==> config.mk <==
export PLATFORM = sky130hd
export DESIGN_NAME = ordered_list_engine_top
export DESIGN_NICKNAME = d
export VERILOG_FILES = /design/src/design/olist_pkg.sv /design/src/design/olist_ram.sv /design/src/design/ordered_list_engine_top.sv
export SDC_FILE = /design/constraint.sdc
export NUM_CORES = 1
export LEC_CHECK = 0
export ABC_AREA = 1
export ABC_CLOCK_PERIOD_IN_PS = 6600
export BUFFER_PORTS_ARGS = -buffer_cell sky130_fd_sc_hd__buf_2
export CAP_MARGIN = 40
export CORE_UTILIZATION = 55
export CTS_CLUSTER_SIZE = 10
export DETAILED_ROUTE_END_ITERATION = 6
export PLACE_DENSITY = 0.78
export SYNTH_ARGS = -nofsm -noshare
export SYNTH_HDL_FRONTEND = slang
export SYNTH_SLANG_ARGS = --single-unit
==> constraint.sdc <==
create_clock -name clock -period 6.6 [get_ports clock]
set_input_delay 0.33 -clock clock [delete_from_list [all_inputs] [get_ports clock]]
set_output_delay 0.33 -clock clock [all_outputs]
set_load 0.02 [all_outputs]
==> src/design/olist_pkg.sv <==
`timescale 1ns / 1ps

package olist_pkg;

   localparam int DEPTH = 16;
   localparam int AW    = (DEPTH > 1) ? $clog2(DEPTH) : 1;
   localparam int CW    = $clog2(DEPTH + 1);

   localparam int ACTION_W = 3;
   localparam int POS_W    = 5;
   localparam int VALUE_W  = 32;
   localparam int STATUS_W = 2;
   localparam int INDEX_W  = 4;
   localparam int COUNT_W  = 5;

   localparam int REQ_DATA_W = 40;
   localparam int RSP_DATA_W = 16;

   localparam logic [ACTION_W-1:0] ACT_APPEND   = 3'd0;
   localparam logic [ACTION_W-1:0] ACT_FRONT    = 3'd1;
   localparam logic [ACTION_W-1:0] ACT_INSERT   = 3'd2;
   localparam logic [ACTION_W-1:0] ACT_SEARCH   = 3'd3;
   localparam logic [ACTION_W-1:0] ACT_RM_FRONT = 3'd4;
   localparam logic [ACTION_W-1:0] ACT_RM_BACK  = 3'd5;

   localparam logic [STATUS_W-1:0] STATUS_OK     = 2'd0;
   localparam logic [STATUS_W-1:0] STATUS_BADPOS = 2'd1;
   localparam logic [STATUS_W-1:0] STATUS_EMPTY  = 2'd2;
   localparam logic [STATUS_W-1:0] STATUS_FULL   = 2'd3;

   typedef logic [AW-1:0] addr_type;
   typedef logic [CW-1:0] count_type;

   // map a list position onto a slot of the circular store
   function automatic addr_type olist_phys(addr_type head, count_type lidx);
      logic [CW:0] sum;
      sum = (CW+1)'(head) + (CW+1)'(lidx);
      if (sum >= (CW+1)'(DEPTH)) begin
         sum = sum - (CW+1)'(DEPTH);
      end
      return sum[AW-1:0];
   endfunction

endpackage

==> src/design/olist_ram.sv <==
`timescale 1ns / 1ps

module olist_ram #(
   parameter int WIDTH = 32,
   parameter int DEPTH = 16
) (
   input  logic                                       clock,
   input  logic                                       wr_en,
   input  logic [((DEPTH > 1) ? $clog2(DEPTH) : 1)-1:0] wr_addr,
   input  logic [WIDTH-1:0]                           wr_data,
   input  logic [((DEPTH > 1) ? $clog2(DEPTH) : 1)-1:0] rd_addr,
   output logic [WIDTH-1:0]                           rd_data
);

   logic [WIDTH-1:0] mem_ff [DEPTH];
   logic [WIDTH-1:0] rd_data_ff;

   always_ff @(posedge clock) begin
      if (wr_en) begin
         mem_ff[wr_addr] <= wr_data;
      end
      rd_data_ff <= mem_ff[rd_addr];
   end

   assign rd_data = rd_data_ff;

endmodule

==> src/design/ordered_list_engine_top.sv <==
`timescale 1ns / 1ps
// Append, insert front, removals and rejected requests are settled when taken; a search reads
// from position 0, one read a cycle, until the first hit or the last entry. Insert at p writes
// the value at once when p equals count; else the entries from p on move up one slot, last
// first, one entry moved a cycle through the store's single write port.
// One request in flight: the next is taken once the last result leaves its pending register.
// Reset (synchronous, active high) empties the list and drops pending results; stored values kept.
module ordered_list_engine_top (
   input  logic                               clock,
   input  logic                               reset,
   input  logic                               req_tvalid,
   output logic                               req_tready,
   // action[2:0], position[7:3], value[39:8]
   input  logic [olist_pkg::REQ_DATA_W-1:0]   req_tdata,
   output logic                               rsp_tvalid,
   input  logic                               rsp_tready,
   // status[1:0], found[2], match_index[6:3], entry_count[11:7], zero[15:12]
   output logic [olist_pkg::RSP_DATA_W-1:0]   rsp_tdata
);
   import olist_pkg::*;

   localparam logic [1:0] STATE_IDLE  = 2'd0;
   localparam logic [1:0] STATE_SRCH  = 2'd1;
   localparam logic [1:0] STATE_SHIFT = 2'd2;

   logic [1:0]          state_ff, state_in;
   count_type           count_ff, count_in;
   addr_type            head_ff, head_in;
   count_type           pos_ff, pos_in;
   logic [VALUE_W-1:0]  val_ff, val_in;
   count_type           cur_ff, cur_in;
   logic                pend_ff, pend_in;
   count_type           pidx_ff, pidx_in;

   logic                res_pend_ff, res_pend_in;
   logic [STATUS_W-1:0] res_status_ff, res_status_in;
   logic                res_found_ff, res_found_in;
   logic [INDEX_W-1:0]  res_idx_ff, res_idx_in;
   logic [COUNT_W-1:0]  res_count_ff, res_count_in;

   logic                rsp_valid_ff, rsp_valid_in;
   logic [RSP_DATA_W-1:0] rsp_data_ff, rsp_data_in;

   logic                ram_we;
   addr_type            ram_waddr;
   logic [VALUE_W-1:0]  ram_wdata;
   addr_type            ram_raddr;
   logic [VALUE_W-1:0]  ram_rdata;

   logic                req_fire;
   logic [ACTION_W-1:0] r_act;
   logic [POS_W-1:0]    r_pos;
   logic [VALUE_W-1:0]  r_val;
   logic                full;
   logic                empty;
   logic                hit;
   logic                fin;
   logic [STATUS_W-1:0] fin_status;
   logic                fin_found;
   count_type           fin_idx;
   logic                move;

   olist_ram #(
      .WIDTH (VALUE_W),
      .DEPTH (DEPTH)
   ) u_entries (
      .clock   (clock),
      .wr_en   (ram_we),
      .wr_addr (ram_waddr),
      .wr_data (ram_wdata),
      .rd_addr (ram_raddr),
      .rd_data (ram_rdata)
   );

   assign r_act = req_tdata[2:0];
   assign r_pos = req_tdata[7:3];
   assign r_val = req_tdata[39:8];

   assign req_tready = (state_ff == STATE_IDLE) && !res_pend_ff;
   assign req_fire   = req_tvalid && req_tready;
   assign full       = (count_ff == CW'(DEPTH));
   assign empty      = (count_ff == '0);
   assign hit        = pend_ff && (ram_rdata == val_ff);

   always_comb begin
      state_in   = state_ff;
      count_in   = count_ff;
      head_in    = head_ff;
      pos_in     = pos_ff;
      val_in     = val_ff;
      cur_in     = cur_ff;
      pend_in    = 1'b0;
      pidx_in    = pidx_ff;
      ram_we     = 1'b0;
      ram_waddr  = olist_phys(head_ff, count_ff);
      ram_wdata  = r_val;
      ram_raddr  = olist_phys(head_ff, cur_ff);
      fin        = 1'b0;
      fin_status = STATUS_OK;
      fin_found  = 1'b0;
      fin_idx    = '0;

      case (state_ff)
         STATE_IDLE: begin
            if (req_fire) begin
               pos_in = CW'(r_pos);
               val_in = r_val;
               cur_in = count_ff;
               fin    = 1'b1;
               case (r_act)
                  ACT_APPEND: begin
                     if (full) begin
                        fin_status = STATUS_FULL;
                     end else begin
                        ram_we   = 1'b1;
                        count_in = count_ff + 1'b1;
                     end
                  end
                  ACT_FRONT: begin
                     if (full) begin
                        fin_status = STATUS_FULL;
                     end else begin
                        head_in   = (head_ff == '0) ? AW'(DEPTH - 1) : head_ff - 1'b1;
                        ram_we    = 1'b1;
                        ram_waddr = head_in;
                        count_in  = count_ff + 1'b1;
                     end
                  end
                  ACT_INSERT: begin
                     if ((CW+POS_W)'(r_pos) > (CW+POS_W)'(count_ff)) begin
                        fin_status = STATUS_BADPOS;
                     end else if (full) begin
                        fin_status = STATUS_FULL;
                     end else begin
                        fin      = 1'b0;
                        state_in = STATE_SHIFT;
                     end
                  end
                  ACT_SEARCH: begin
                     fin      = 1'b0;
                     cur_in   = '0;
                     state_in = STATE_SRCH;
                  end
                  ACT_RM_FRONT: begin
                     if (empty) begin
                        fin_status = STATUS_EMPTY;
                     end else begin
                        head_in  = olist_phys(head_ff, CW'(1));
                        count_in = count_ff - 1'b1;
                     end
                  end
                  ACT_RM_BACK: begin
                     if (empty) begin
                        fin_status = STATUS_EMPTY;
                     end else begin
                        count_in = count_ff - 1'b1;
                     end
                  end
                  default: begin
                  end
               endcase
            end
         end
         STATE_SRCH: begin
            if (hit) begin
               fin       = 1'b1;
               fin_found = 1'b1;
               fin_idx   = pidx_ff;
               state_in  = STATE_IDLE;
            end else if (cur_ff < count_ff) begin
               ram_raddr = olist_phys(head_ff, cur_ff);
               pend_in   = 1'b1;
               pidx_in   = cur_ff;
               cur_in    = cur_ff + 1'b1;
            end else begin
               fin      = 1'b1;
               state_in = STATE_IDLE;
            end
         end
         STATE_SHIFT: begin
            if (pend_ff) begin
               ram_we    = 1'b1;
               ram_waddr = olist_phys(head_ff, pidx_ff);
               ram_wdata = ram_rdata;
            end
            if (cur_ff > pos_ff) begin
               ram_raddr = olist_phys(head_ff, cur_ff - 1'b1);
               pend_in   = 1'b1;
               pidx_in   = cur_ff;
               cur_in    = cur_ff - 1'b1;
            end else if (!pend_ff) begin
               ram_we    = 1'b1;
               ram_waddr = olist_phys(head_ff, pos_ff);
               ram_wdata = val_ff;
               count_in  = count_ff + 1'b1;
               fin       = 1'b1;
               state_in  = STATE_IDLE;
            end
         end
         default: begin
            state_in = STATE_IDLE;
         end
      endcase
   end

   assign move          = res_pend_ff && (!rsp_valid_ff || rsp_tready);
   assign res_pend_in   = fin ? 1'b1 : (move ? 1'b0 : res_pend_ff);
   assign res_status_in = fin ? fin_status : res_status_ff;
   assign res_found_in  = fin ? fin_found : res_found_ff;
   assign res_idx_in    = fin ? INDEX_W'(fin_idx) : res_idx_ff;
   assign res_count_in  = fin ? COUNT_W'(count_in) : res_count_ff;

   assign rsp_valid_in = move ? 1'b1 : (rsp_tready ? 1'b0 : rsp_valid_ff);
   assign rsp_data_in  = move ? {{(RSP_DATA_W - 12){1'b0}}, res_count_ff, res_idx_ff,
                                 res_found_ff, res_status_ff}
                              : rsp_data_ff;

   always_ff @(posedge clock) begin
      if (reset) begin
         state_ff     <= STATE_IDLE;
         count_ff     <= '0;
         head_ff      <= '0;
         pend_ff      <= 1'b0;
         res_pend_ff  <= 1'b0;
         rsp_valid_ff <= 1'b0;
      end else begin
         state_ff     <= state_in;
         count_ff     <= count_in;
         head_ff      <= head_in;
         pend_ff      <= pend_in;
         res_pend_ff  <= res_pend_in;
         rsp_valid_ff <= rsp_valid_in;
      end
   end

   always_ff @(posedge clock) begin
      pos_ff        <= pos_in;
      val_ff        <= val_in;
      cur_ff        <= cur_in;
      pidx_ff       <= pidx_in;
      res_status_ff <= res_status_in;
      res_found_ff  <= res_found_in;
      res_idx_ff    <= res_idx_in;
      res_count_ff  <= res_count_in;
      rsp_data_ff   <= rsp_data_in;
   end

   assign rsp_tvalid = rsp_valid_ff;
   assign rsp_tdata  = rsp_data_ff;

   a_count_bound: assert property (@(posedge clock) disable iff (reset)
      count_ff <= CW'(DEPTH))
      else $error("entry count beyond depth");

   a_search_keeps_list: assert property (@(posedge clock) disable iff (reset)
      state_ff == STATE_SRCH |=> $stable(count_ff) && $stable(head_ff))
      else $error("list changed during search");

   a_result_held: assert property (@(posedge clock) disable iff (reset)
      res_pend_ff && rsp_valid_ff && !rsp_tready |=> res_pend_ff)
      else $error("pending result dropped");

   a_walk_no_pending: assert property (@(posedge clock) disable iff (reset)
      state_ff != STATE_IDLE |-> !res_pend_ff)
      else $error("walk started with a result pending");

endmodule
# ---- Word-level counts from Yosys, hierarchy flattened
# Memories as Yosys holds them, arrays and structs flattened. A register that Yosys moved wholly into a read port is not among the register bits.
# Index checks and enable logic that the tools add are counted.
dict set report classes {
  n_addsub 17
  order_cmp 9
  n_eq_ne 21
  mux 80
  reduce_logical 24
}
# operator count
set ops {}
lappend ops {{32-bit two-way mux} 4}
lappend ops {{4-bit two-way mux} 17}
lappend ops {{5-bit two-way mux} 13}
lappend ops {{32-bit equality test} 1}
lappend ops {{4-bit by 5-bit adder with 6-bit output} 5}
lappend ops {{6-bit by 5-bit greater-or-equal comparator with 1-bit output, second input constant} 5}
lappend ops {{5-bit one-hot mux with 2 select lines} 3}
lappend ops {{4-bit by 1-bit subtractor with 4-bit output, second input constant} 7}
lappend ops {{1-bit two-way mux} 23}
lappend ops {{2-bit two-way mux} 10}
lappend ops {{2-bit inequality test, second input constant} 8}
lappend ops {{4-bit one-hot mux with 2 select lines} 2}
lappend ops {{5-bit one-hot mux with 3 select lines} 1}
lappend ops {{2-bit one-hot mux with 3 select lines} 2}
lappend ops {{5-bit by 1-bit adder with 5-bit output, second input constant} 2}
lappend ops {{5-bit greater-than comparator} 2}
lappend ops {{5-bit AND reduction} 2}
lappend ops {{5-bit by 1-bit subtractor with 5-bit output, second input constant} 2}
lappend ops {{3-bit inequality test, second input constant} 3}
lappend ops {{2-bit nonzero test} 4}
lappend ops {{7-bit AND reduction} 1}
lappend ops {{3-bit by 2-bit equality test with 1-bit output, second input constant} 2}
lappend ops {{3-bit equality test, second input constant} 2}
lappend ops {{1-bit one-hot mux with 2 select lines} 3}
lappend ops {{21 further kinds} 27}
dict set report totals {
  register_bits 85
  mem_bits_rw 512
  inputBits 44
  out_inout_bits 18
  elab_cells 167
  mem_count 1
}
# memory depth width rd rd_ports_with_merged_regs wr line
set memory_table {}
lappend memory_table {u_entries.mem_ff 16 32 1 1 1 olist_ram.sv:15} ;# logic [WIDTH-1:0] mem_ff [DEPTH];

# ---- Logic depth before layout (Yosys ltp)
# Gate-level depths: netlist (run 1).
dict set report logic_depth {
  depth_word 7
  ltp_mapped 17
  ltp_nobuf 16
}

# ---- Hierarchy
# A second synthesis (run 1) with hierarchy kept.
dict set report hier_totals {
  hier_cells 2925
  hier_area_um2 29099.2
}
# mod instances cells_each area_each_um2 seq_area_each_um2
set modules_own_cells {}
lappend modules_own_cells {olist_ram 1 2120 22730.6 16015.4}
lappend modules_own_cells {ordered_list_engine_top 1 805 6368.6 2382.3}

# ---- Worst setup path before layout (run 1)
# Ideal clock, no wire load.
dict set report synth_timing {
  path_kind {register to register}
  startpoint {reg head_ff[0]}
  endpoint {mem u_entries.mem_ff[0][0], enable pin}
  setup_ns 0.421
  arrival_ns 3.279
  required_time_ns 6.179
  path_slack_ns 2.899
  stages_incl_launch_ff 11
  n_path_buf 0
  period_less_slack_ns 3.701
  path_cell_list {dfxtp_1 ha_1 fa_1 or2_2 o21ai_0 nand2_1 nand3_1 nand4_1 nand2_1 nand2_1 nor2_1}
}
dict set report synth_between {
  elab_chain_len 7
  word_cells_on_any_way 22
  cone_classes {add/sub: 7; order compare: 3; mux: 11; reduce/logical: 1}
}
# element line
set synth_rtl {}
lappend synth_rtl {{start: declaration} ordered_list_engine_top.sv:28} ;# addr_type head_ff, head_in;
lappend synth_rtl {{start signal: assignment} ordered_list_engine_top.sv:229} ;# head_ff <= head_in;
lappend synth_rtl {{4-bit by 5-bit adder with 6-bit output} olist_pkg.sv:37} ;# sum = (CW+1)'(head) + (CW+1)'(lidx);
lappend synth_rtl {{6-bit by 5-bit greater-or-equal comparator with 1-bit output / 4-bit by 1-bit subtractor with 4-bit output (equally long branches)} {olist_pkg.sv:38, olist_pkg.sv:39}}
lappend synth_rtl {{4-bit two-way mux} olist_pkg.sv:38} ;# if (sum >= (CW+1)'(DEPTH)) begin
lappend synth_rtl {{4-bit two-way mux, on equally long branches} {ordered_list_engine_top.sv:181, ordered_list_engine_top.sv:120}}
lappend synth_rtl {{4-bit two-way mux, on equally long branches} {ordered_list_engine_top.sv:191, ordered_list_engine_top.sv:110}}
lappend synth_rtl {{4-bit two-way mux, on equally long branches} {ordered_list_engine_top.sv:186, ordered_list_engine_top.sv:105}}
lappend synth_rtl {{4-bit one-hot mux with 2 select lines (*)} ordered_list_engine_top.sv:103} ;# case (state_ff)
lappend synth_rtl {{end: declaration} olist_ram.sv:15}
# Every way passes the cells marked *; elsewhere a longest branch is shown, timed or not.

# ---- Worst setup path after layout (run 1)
dict set report layout_timing {
  startpoint {reg cur_ff[2]}
  endpoint {mem u_entries.mem_ff[11][30], enable pin}
}
dict set report layout_between {
  elab_chain_len 5
  word_cells_on_any_way 7
  cone_classes {order compare: 1; mux: 6}
}
# element line
set layout_rtl {}
lappend layout_rtl {{start: declaration} ordered_list_engine_top.sv:31} ;# count_type cur_ff, cur_in;
lappend layout_rtl {{start signal: assignment} ordered_list_engine_top.sv:239} ;# cur_ff <= cur_in;
lappend layout_rtl {{5-bit greater-than comparator (*)} ordered_list_engine_top.sv:186} ;# if (cur_ff > pos_ff) begin
lappend layout_rtl {{1-bit two-way mux} ordered_list_engine_top.sv:186}
lappend layout_rtl {{1-bit one-hot mux with 2 select lines} ordered_list_engine_top.sv:103}
lappend layout_rtl {{1-bit two-way mux} olist_ram.sv:19} ;# if (wr_en) begin
lappend layout_rtl {{1-bit two-way mux (not written as such)} olist_ram.sv:20} ;# mem_ff[wr_addr] <= wr_data;
# Marks and branches as above.

==> metrics.txt, run 1 <==
outcome=finished, final reports clean; prevailing post-synth register cell=edfxtp_1; core area=about 50000 µm²; first-pass GRT wire length=between 100000 and 150000 µm; critical path capture point type=flip-flop; adder-cell share of the synthesized area=0.02063; CTS sink cnt=628; grt ovf=0; Root Buffer=clkbuf_16; CP peak stage delay=between 700 and 800 ps; WP data arrival=4700 ps; most frequent cells in the layout=nand2_1, edfxtp_1, nand3_1; final worst path period share=0.6675; post-place setup slack=~2300 ps; area grow syn2layout=13.18%; drt total wl=roughly 80000 µm; nets=2997; DRC=0; Routed Antenna Nets=0; flops & latches, synth=between 600 and 700; Starting DRT DRC Count=between 2000 and 3000; clock skew=about 39 ps; Fillers=between 3000 and 4000; vias per inst=approximately 5.8; Post-Synth XOR/XNOR Area=0.01040; GPL Wtd Cong=just over 0.9; CTS tree=done; WL/cell=between 20 and 25 µm; largest net degree at the start of global routing=~120; Hold Path Stages=4; I/O pins=between 60 and 70; max cap viols=0; RSZ-0062 raised after global routing=false; largest family of logic cells by synthesized area=simple AND/OR/NAND/NOR gates; Worst path slowest cell=nor2_4; area post-placement=roughly 30000 µm²; via count=around 21000; Max-slew headroom=0.3347; footprint of the multi-input gates=8499 µm²; met3 GRT Util=0.05667; Setup TNS=0 ps; average size of a mapped cell=10.06 µm²; Storage cell area=roughly 18000 µm²; CP Cell Sequence=ha_1 > nand2_1 > inv_1 > o21bai_1 > nand3_2 > nand2_1 > clkinv_1 > buf_4 > nand2_1 > nand3_1 > nand4_1 > nand4_1 > nor2_4 > buf_16; final core occ=0.6289; worst hold path class=input pin to flip-flop; VDD IR max=0.4114 mV; final setup violation count=0; cell count after synthesis=2833; die footprint=roughly 53000 µm²; worst endpoint required time=6890 ps; Post-Synth Simple-Gate Area=0.2194; dpl hpwl=~51000 µm; antenna violations before repair=1; GRT busiest layer=met2; worst skew pair latency=roughly 620 ps; crit path max fanout=23; layout cells sized above 1=0.07664; final hold vios=0; H-tree depth=3; M2 GR Usage=0.4785; Pwr per Cell Area=approximately 500 nW/µm²; vias in the first global route=between 20000 and 25000; Worst-Margin Slew=approximately 1000 ps; CP Launch Type=flip-flop; Slew Viols, Final=0; fmax=~230 MHz; crit-path most repeated cell=nand2_1; Compound-Gate Fraction of Synth Area=0.04117; die width=between 200 and 250 µm; leakage=13.21 nW; drt pass-1 iters=7; post-CTS sizing=0; final worst slack=2194 ps; M1 GR Usage=0.3943; post-synthesis sequential area ratio=0.6453; FF-to-FF path depth=14; post-route minimum period=around 4400 ps; Cell variety after synth=52; num rows=83; port buffer count=between 50 and 60; proportion of synthesized area in mux cells=0; most common cell after layout, fill and taps aside=nand2_1; CTS buffer count=73; clk slew on worst S/H paths=approximately 50 ps; cell area after layout=~32000 µm²; Max Root-Sink Buffers=3; ys async rst share=0; synth warn=0; synthesized cell area=between 20000 and 30000 µm²; total track usage=0.2973; type of the worst setup path=flip-flop to flip-flop; Die Height=229.7 µm; Initial Util=0.5557; Overall Power=between 0.015 and 0.02 W; EDFF count, synth=approximately 580
per-layer routing:
layer,wire (µm),share of wire
met5,0,0
met1,29710,0.38
met2,36880,0.47
met3,8355,0.11
met4,3344,0.043
path summary, 6_finish.rpt:
check                            start  slack (ps)                                 end
min reg2reg  res_count_ff[1]$_DFFE_PP_         420              rsp_tdata[8]$_DFFE_PP_
max                cur_ff[2]$_DFFE_PP_        2190  u_entries.mem_ff[11][30]$_DFFE_PP_
min                         rsp_tready          30             rsp_tvalid$_SDFFE_PP0P_
max reg2reg        cur_ff[2]$_DFFE_PP_        2190  u_entries.mem_ff[11][30]$_DFFE_PP_
cells in the mapped netlist, types with 6 or more instances:
cell      count  share of area
ha_1         39          0.017
o21ai_0      55         0.0097
buf_4        25         0.0066
nor2_1      165          0.022
nand4_1      17         0.0037
dfxtp_1      46          0.032
a21oi_1      33         0.0058
nand2_1    1019           0.13
xnor2_1      16         0.0049
a31oi_1       6         0.0013
nand3_1     288          0.051
inv_2         7        0.00092
xor2_1       16         0.0049
edfxtp_1    582           0.61
nand2_2       7         0.0015
inv_1       270          0.036
buf_2        77          0.014
o211ai_1     70          0.018
nor3_1        8         0.0014
clkbuf_1     23         0.0030
area by class of cell:
type | count | share of cell area
clock buffers | 122 | 0.06294
well taps | 680 | 0.02637
multi-input cells | 1794 | 0.2634
diodes | 1 | 0.00007756
flip-flops and latches | 628 | 0.5702
inverters | 280 | 0.03265
clock inverters | 6 | 0.002870
repair buffers | 132 | 0.04149
power breakdown:
part	internal (W)	switching, W
clock network	0.00210	0.00156
logic	0.00184	0.00508
registers	0.00517	0.000358
total	0.00911	0.00699
worst max-delay path, delay by kind of cell (launching register included):
kind            cells  cell delay, ps
simple gates        8            1880
buf+inv             4            1120
flops               1             560
fa+ha+maj           1             360
compound gates      1             150
logic make-up after synthesis:
group / after synthesis
simple gates: 1526
fa+ha+maj: 44
xor+xnor: 33
other cells: 1
flops: 628
buf+inv: 414
compound gates: 187
state kept, by name (all words and copies together) (netlist names):
| name | count |
|---|---|
| res_pend_ff | 1 |
| res_count_ff | 5 |
| pos_ff | 5 |
| cur_ff | 5 |
| count_ff | 5 |
| u_entries.rd_data | 32 |
| pend_ff | 1 |
| val_ff | 32 |
| state_ff | 2 |
| rsp_tdata | 12 |
| pidx_ff | 4 |
| res_idx_ff | 4 |
| res_status_ff | 2 |
| u_entries.mem_ff | 512 |
| rsp_tvalid | 1 |
| res_found_ff | 1 |
| head_ff | 4 |
metrics by stage:
step | hold WS [ps] | std cells
6_report | 29.66 | 3643
2_1_floorplan | 400.3 | 2836
5_1_grt | 40.93 | 3643
3_5_place_dp | 405.2 | 3477
3_3_place_gp | 401.0 | 3455
4_1_cts | 4.360 | 3642
timing repair:
action / CTS / global route
endpoints found under the setup margin: 0 / 0
endpoints found under the hold margin: 37 / 0
hold buffers: 37 / 0
buffers inserted: 0 / 0
No activity file was read; power rests on OpenSTA's default activity.
==> inputs of run 2 (changes only) <==
--- a/config.mk
+++ b/config.mk
@@ -6,13 +6,13 @@
 export NUM_CORES = 1
 export LEC_CHECK = 0
 export ABC_AREA = 1
-export ABC_CLOCK_PERIOD_IN_PS = 6600
+export ABC_CLOCK_PERIOD_IN_PS = 3850
 export BUFFER_PORTS_ARGS = -buffer_cell sky130_fd_sc_hd__buf_2
 export CAP_MARGIN = 40
 export CORE_UTILIZATION = 55
 export CTS_CLUSTER_SIZE = 10
 export DETAILED_ROUTE_END_ITERATION = 6
-export PLACE_DENSITY = 0.78
+export PLACE_DENSITY = 0.81
 export SYNTH_ARGS = -nofsm -noshare
 export SYNTH_HDL_FRONTEND = slang
 export SYNTH_SLANG_ARGS = --single-unit
==> constraint.sdc (replaced) <==
create_clock -name clock -period 3.85 [get_ports clock]
set_input_delay 0.1925 -clock clock [delete_from_list [all_inputs] [get_ports clock]]
set_output_delay 0.1925 -clock clock [all_outputs]
set_load 0.02 [all_outputs]
==> run 2 against run 1 <==
- the flow now finishes with violations (design-rule violations)
- count of clock-buffer cells in the layout down 13
- core utilization up 0.24 points
- routed wire length down 2.4%
- critical path depth unchanged
- hold slack better by 45 ps
- cell count up 0.38%
- setup slack worse by 1900 ps
- largest cell class unchanged
==> metrics.txt, run 2 (same netlist as run 1, synthesis figures left out) <==
area grow syn2layout=13.61%; # diodes=0 (-1); CTS sink cnt=628 (unchanged); CP Launch Type=flip-flop; antenna violations before repair=1 (unchanged); worst skew pair latency=630 ps (about the same); Post-CTS Setup Bufs=0 (unchanged); Overall Power=0.02780 W (+73%); WL/cell=20.90 µm (-2.7%); leakage=13.32 nW (+0.80%); CP peak stage delay=530 ps (-180 ps); largest net degree at the start of global routing=129 (+8.4%); final core occ=0.6313 (+0.002366); dpl hpwl=47690 µm (-6.0%); Reg2Reg Setup Slack=320 ps (-1870 ps); final hold vios=0 (unchanged); Initial Util=0.5557 (unchanged); critical path capture point type=flip-flop; vias per inst=5.787 (about the same); outcome=finished, violations left; placed insts=3499 (+0.63%); Max-slew headroom=0.4204 (+0.08577); first-pass GRT wire length=117100 µm (-1.2%); violated checks=design-rule violations; die width=229.7 µm (unchanged); WP data arrival=3830 ps (-870 ps); DRC=2 (+2); nets=3022 (+0.83%); Starting DRT DRC Count=2995 (+6.6%); fmax=283.4 MHz (+25%); Slew Viols, Final=0 (unchanged); Reg2Reg Launch Point=cur_ff[3]$_DFFE_PP_; post-route minimum period=3528 ps (-877.5 ps); clock skew=32.97 ps (-6.196 ps); RSZ-0062 raised after global routing=false; layout cells sized above 1=0.08398 (+0.007340); via count=21160 (+0.29%); Worst-Margin Slew=869.3 ps (-126.2 ps); worst endpoint required time=4150 ps (-2740 ps); final setup violation count=0 (unchanged); FF-to-FF path depth=14 (unchanged); cell area after layout=32390 µm² (+0.38%); fin cells=3657 (+0.38%); max cap viols=0 (unchanged); Pwr per Cell Area=858.3 nW/µm² (+72%); num rows=83 (unchanged); CP Cell Sequence=ha_1 > nand2_1 > o21bai_1 > nand3_2 > nand2_1 > clkinv_1 > nand2_1 > nand3_1 > nand2_1 > nand3_2 > nor2_2 > nand2_1 > nor2_4 > buf_12; Max Root-Sink Buffers=3 (unchanged); drt total wl=76430 µm (-2.4%); Storage cell area=18400 µm² (unchanged); Die Height=229.7 µm (unchanged); worst-case hold path end point=res_status_ff[1]$_SDFFCE_PN0P_; footprint of the multi-input gates=8499 µm² (unchanged); vias in the first global route=20950 (+4.0%); die footprint=52750 µm² (unchanged); crit-path most repeated cell=nand2_1; type of the worst setup path=flip-flop to flip-flop; port buffer count=57 (unchanged); crit path max fanout=21 (-8.7%); worst hold path class=input pin to flip-flop; drt pass-1 iters=7 (unchanged); max FFs per register=512 (unchanged); Hold Crit Start=req_tvalid; GPL Wtd Cong=0.9255 (-0.93%); Worst path slowest cell=edfxtp_1; Biggest register=u_entries.mem_ff; CTS buffer count=73 (unchanged); Routed Antenna Nets=0 (unchanged); total track usage=0.2922 (-0.005074); Hold Path Stages=3 (-1); reg2reg end=u_entries.mem_ff[12][0]$_DFFE_PP_; Root Buffer=clkbuf_16; area post-placement=29850 µm² (+0.27%); Setup TNS=0 ps (unchanged); VDD IR max=0.7659 mV (+86%); grt ovf=0 (unchanged); Fillers=3825 (+0.13%); I/O pins=62 (unchanged); H-tree depth=3 (unchanged); most frequent cells in the layout=nand2_1, edfxtp_1, nand3_1; most common cell after layout, fill and taps aside=nand2_1; CTS tree=done; clk slew on worst S/H paths=60 ps (about the same); final worst path period share=0.9164 (+0.2489); core area=51300 µm² (unchanged)
==> run 2: cell type report <==
cell class              instances  share of cell area
well taps                     680             0.02627
clock inverters                 9            0.004752
multi-input cells            1794              0.2624
inverters                     280             0.03253
repair buffers                157             0.04474
flip-flops and latches        628              0.5680
clock buffers                 109             0.06123
==> run 2: repair_timing <==
item | CTS | global route
gates resized for setup | 0 | 0
hold buffers | 40 | 0
endpoints found under the hold margin | 45 | 0
==> run 2: routing by layer <==
metal | GRT usage | routed length [µm]
met5 | 0 | 0
met3 | 0.06114 | 8110
met1 | 0.3830 | 29040
met2 | 0.4656 | 36040
met4 | 0.1408 | 3233
==> run 2: worst max-delay path by stage <==
stage                                                   end                     from  depth (start not counted)  slack [ps]
final                     u_entries.mem_ff[12][0]$_DFFE_PP_      cur_ff[3]$_DFFE_PP_                         14         320
after global routing      u_entries.mem_ff[12][0]$_DFFE_PP_      cur_ff[3]$_DFFE_PP_                         14         130
after CTS                 u_entries.mem_ff[12][0]$_DFFE_PP_      cur_ff[3]$_DFFE_PP_                         14         350
after detailed placement  u_entries.mem_ff[12][0]$_DFFE_PP_      cur_ff[3]$_DFFE_PP_                         14         390
after global placement    u_entries.mem_ff[12][0]$_DFFE_PP_      cur_ff[3]$_DFFE_PP_                         14         400
after floorplan            u_entries.mem_ff[0][0]$_DFFE_PP_  head_ff[0]$_SDFFE_PP0P_                         10         150
==> run 2: critical path, delay by kind of cell (launching register included) <==
family | cells | cell delay (ps)
adders and majority gates | 1 | 330
buffers and inverters | 2 | 470
DFF | 1 | 530
and+or+nand+nor | 10 | 1760
AOI/OAI and AO/OA | 1 | 130
==> run 2: stage by stage <==
stage / setup WS [ps] / hold WS (ps)
6_report: 321.9 / 75.04
2_1_floorplan: 149.5 / 291.4
3_5_place_dp: 385.8 / 405.6
3_3_place_gp: 397.0 / 402.2
4_1_cts: 348.0 / 63.63
5_1_grt: 125.5 / 109.8
==> run 2: power by group <==
part           total [W]  internal [W]  switching [W]
clock network    0.00633       0.00364        0.00269
logic             0.0121       0.00335        0.00871
registers        0.00941       0.00885       0.000551
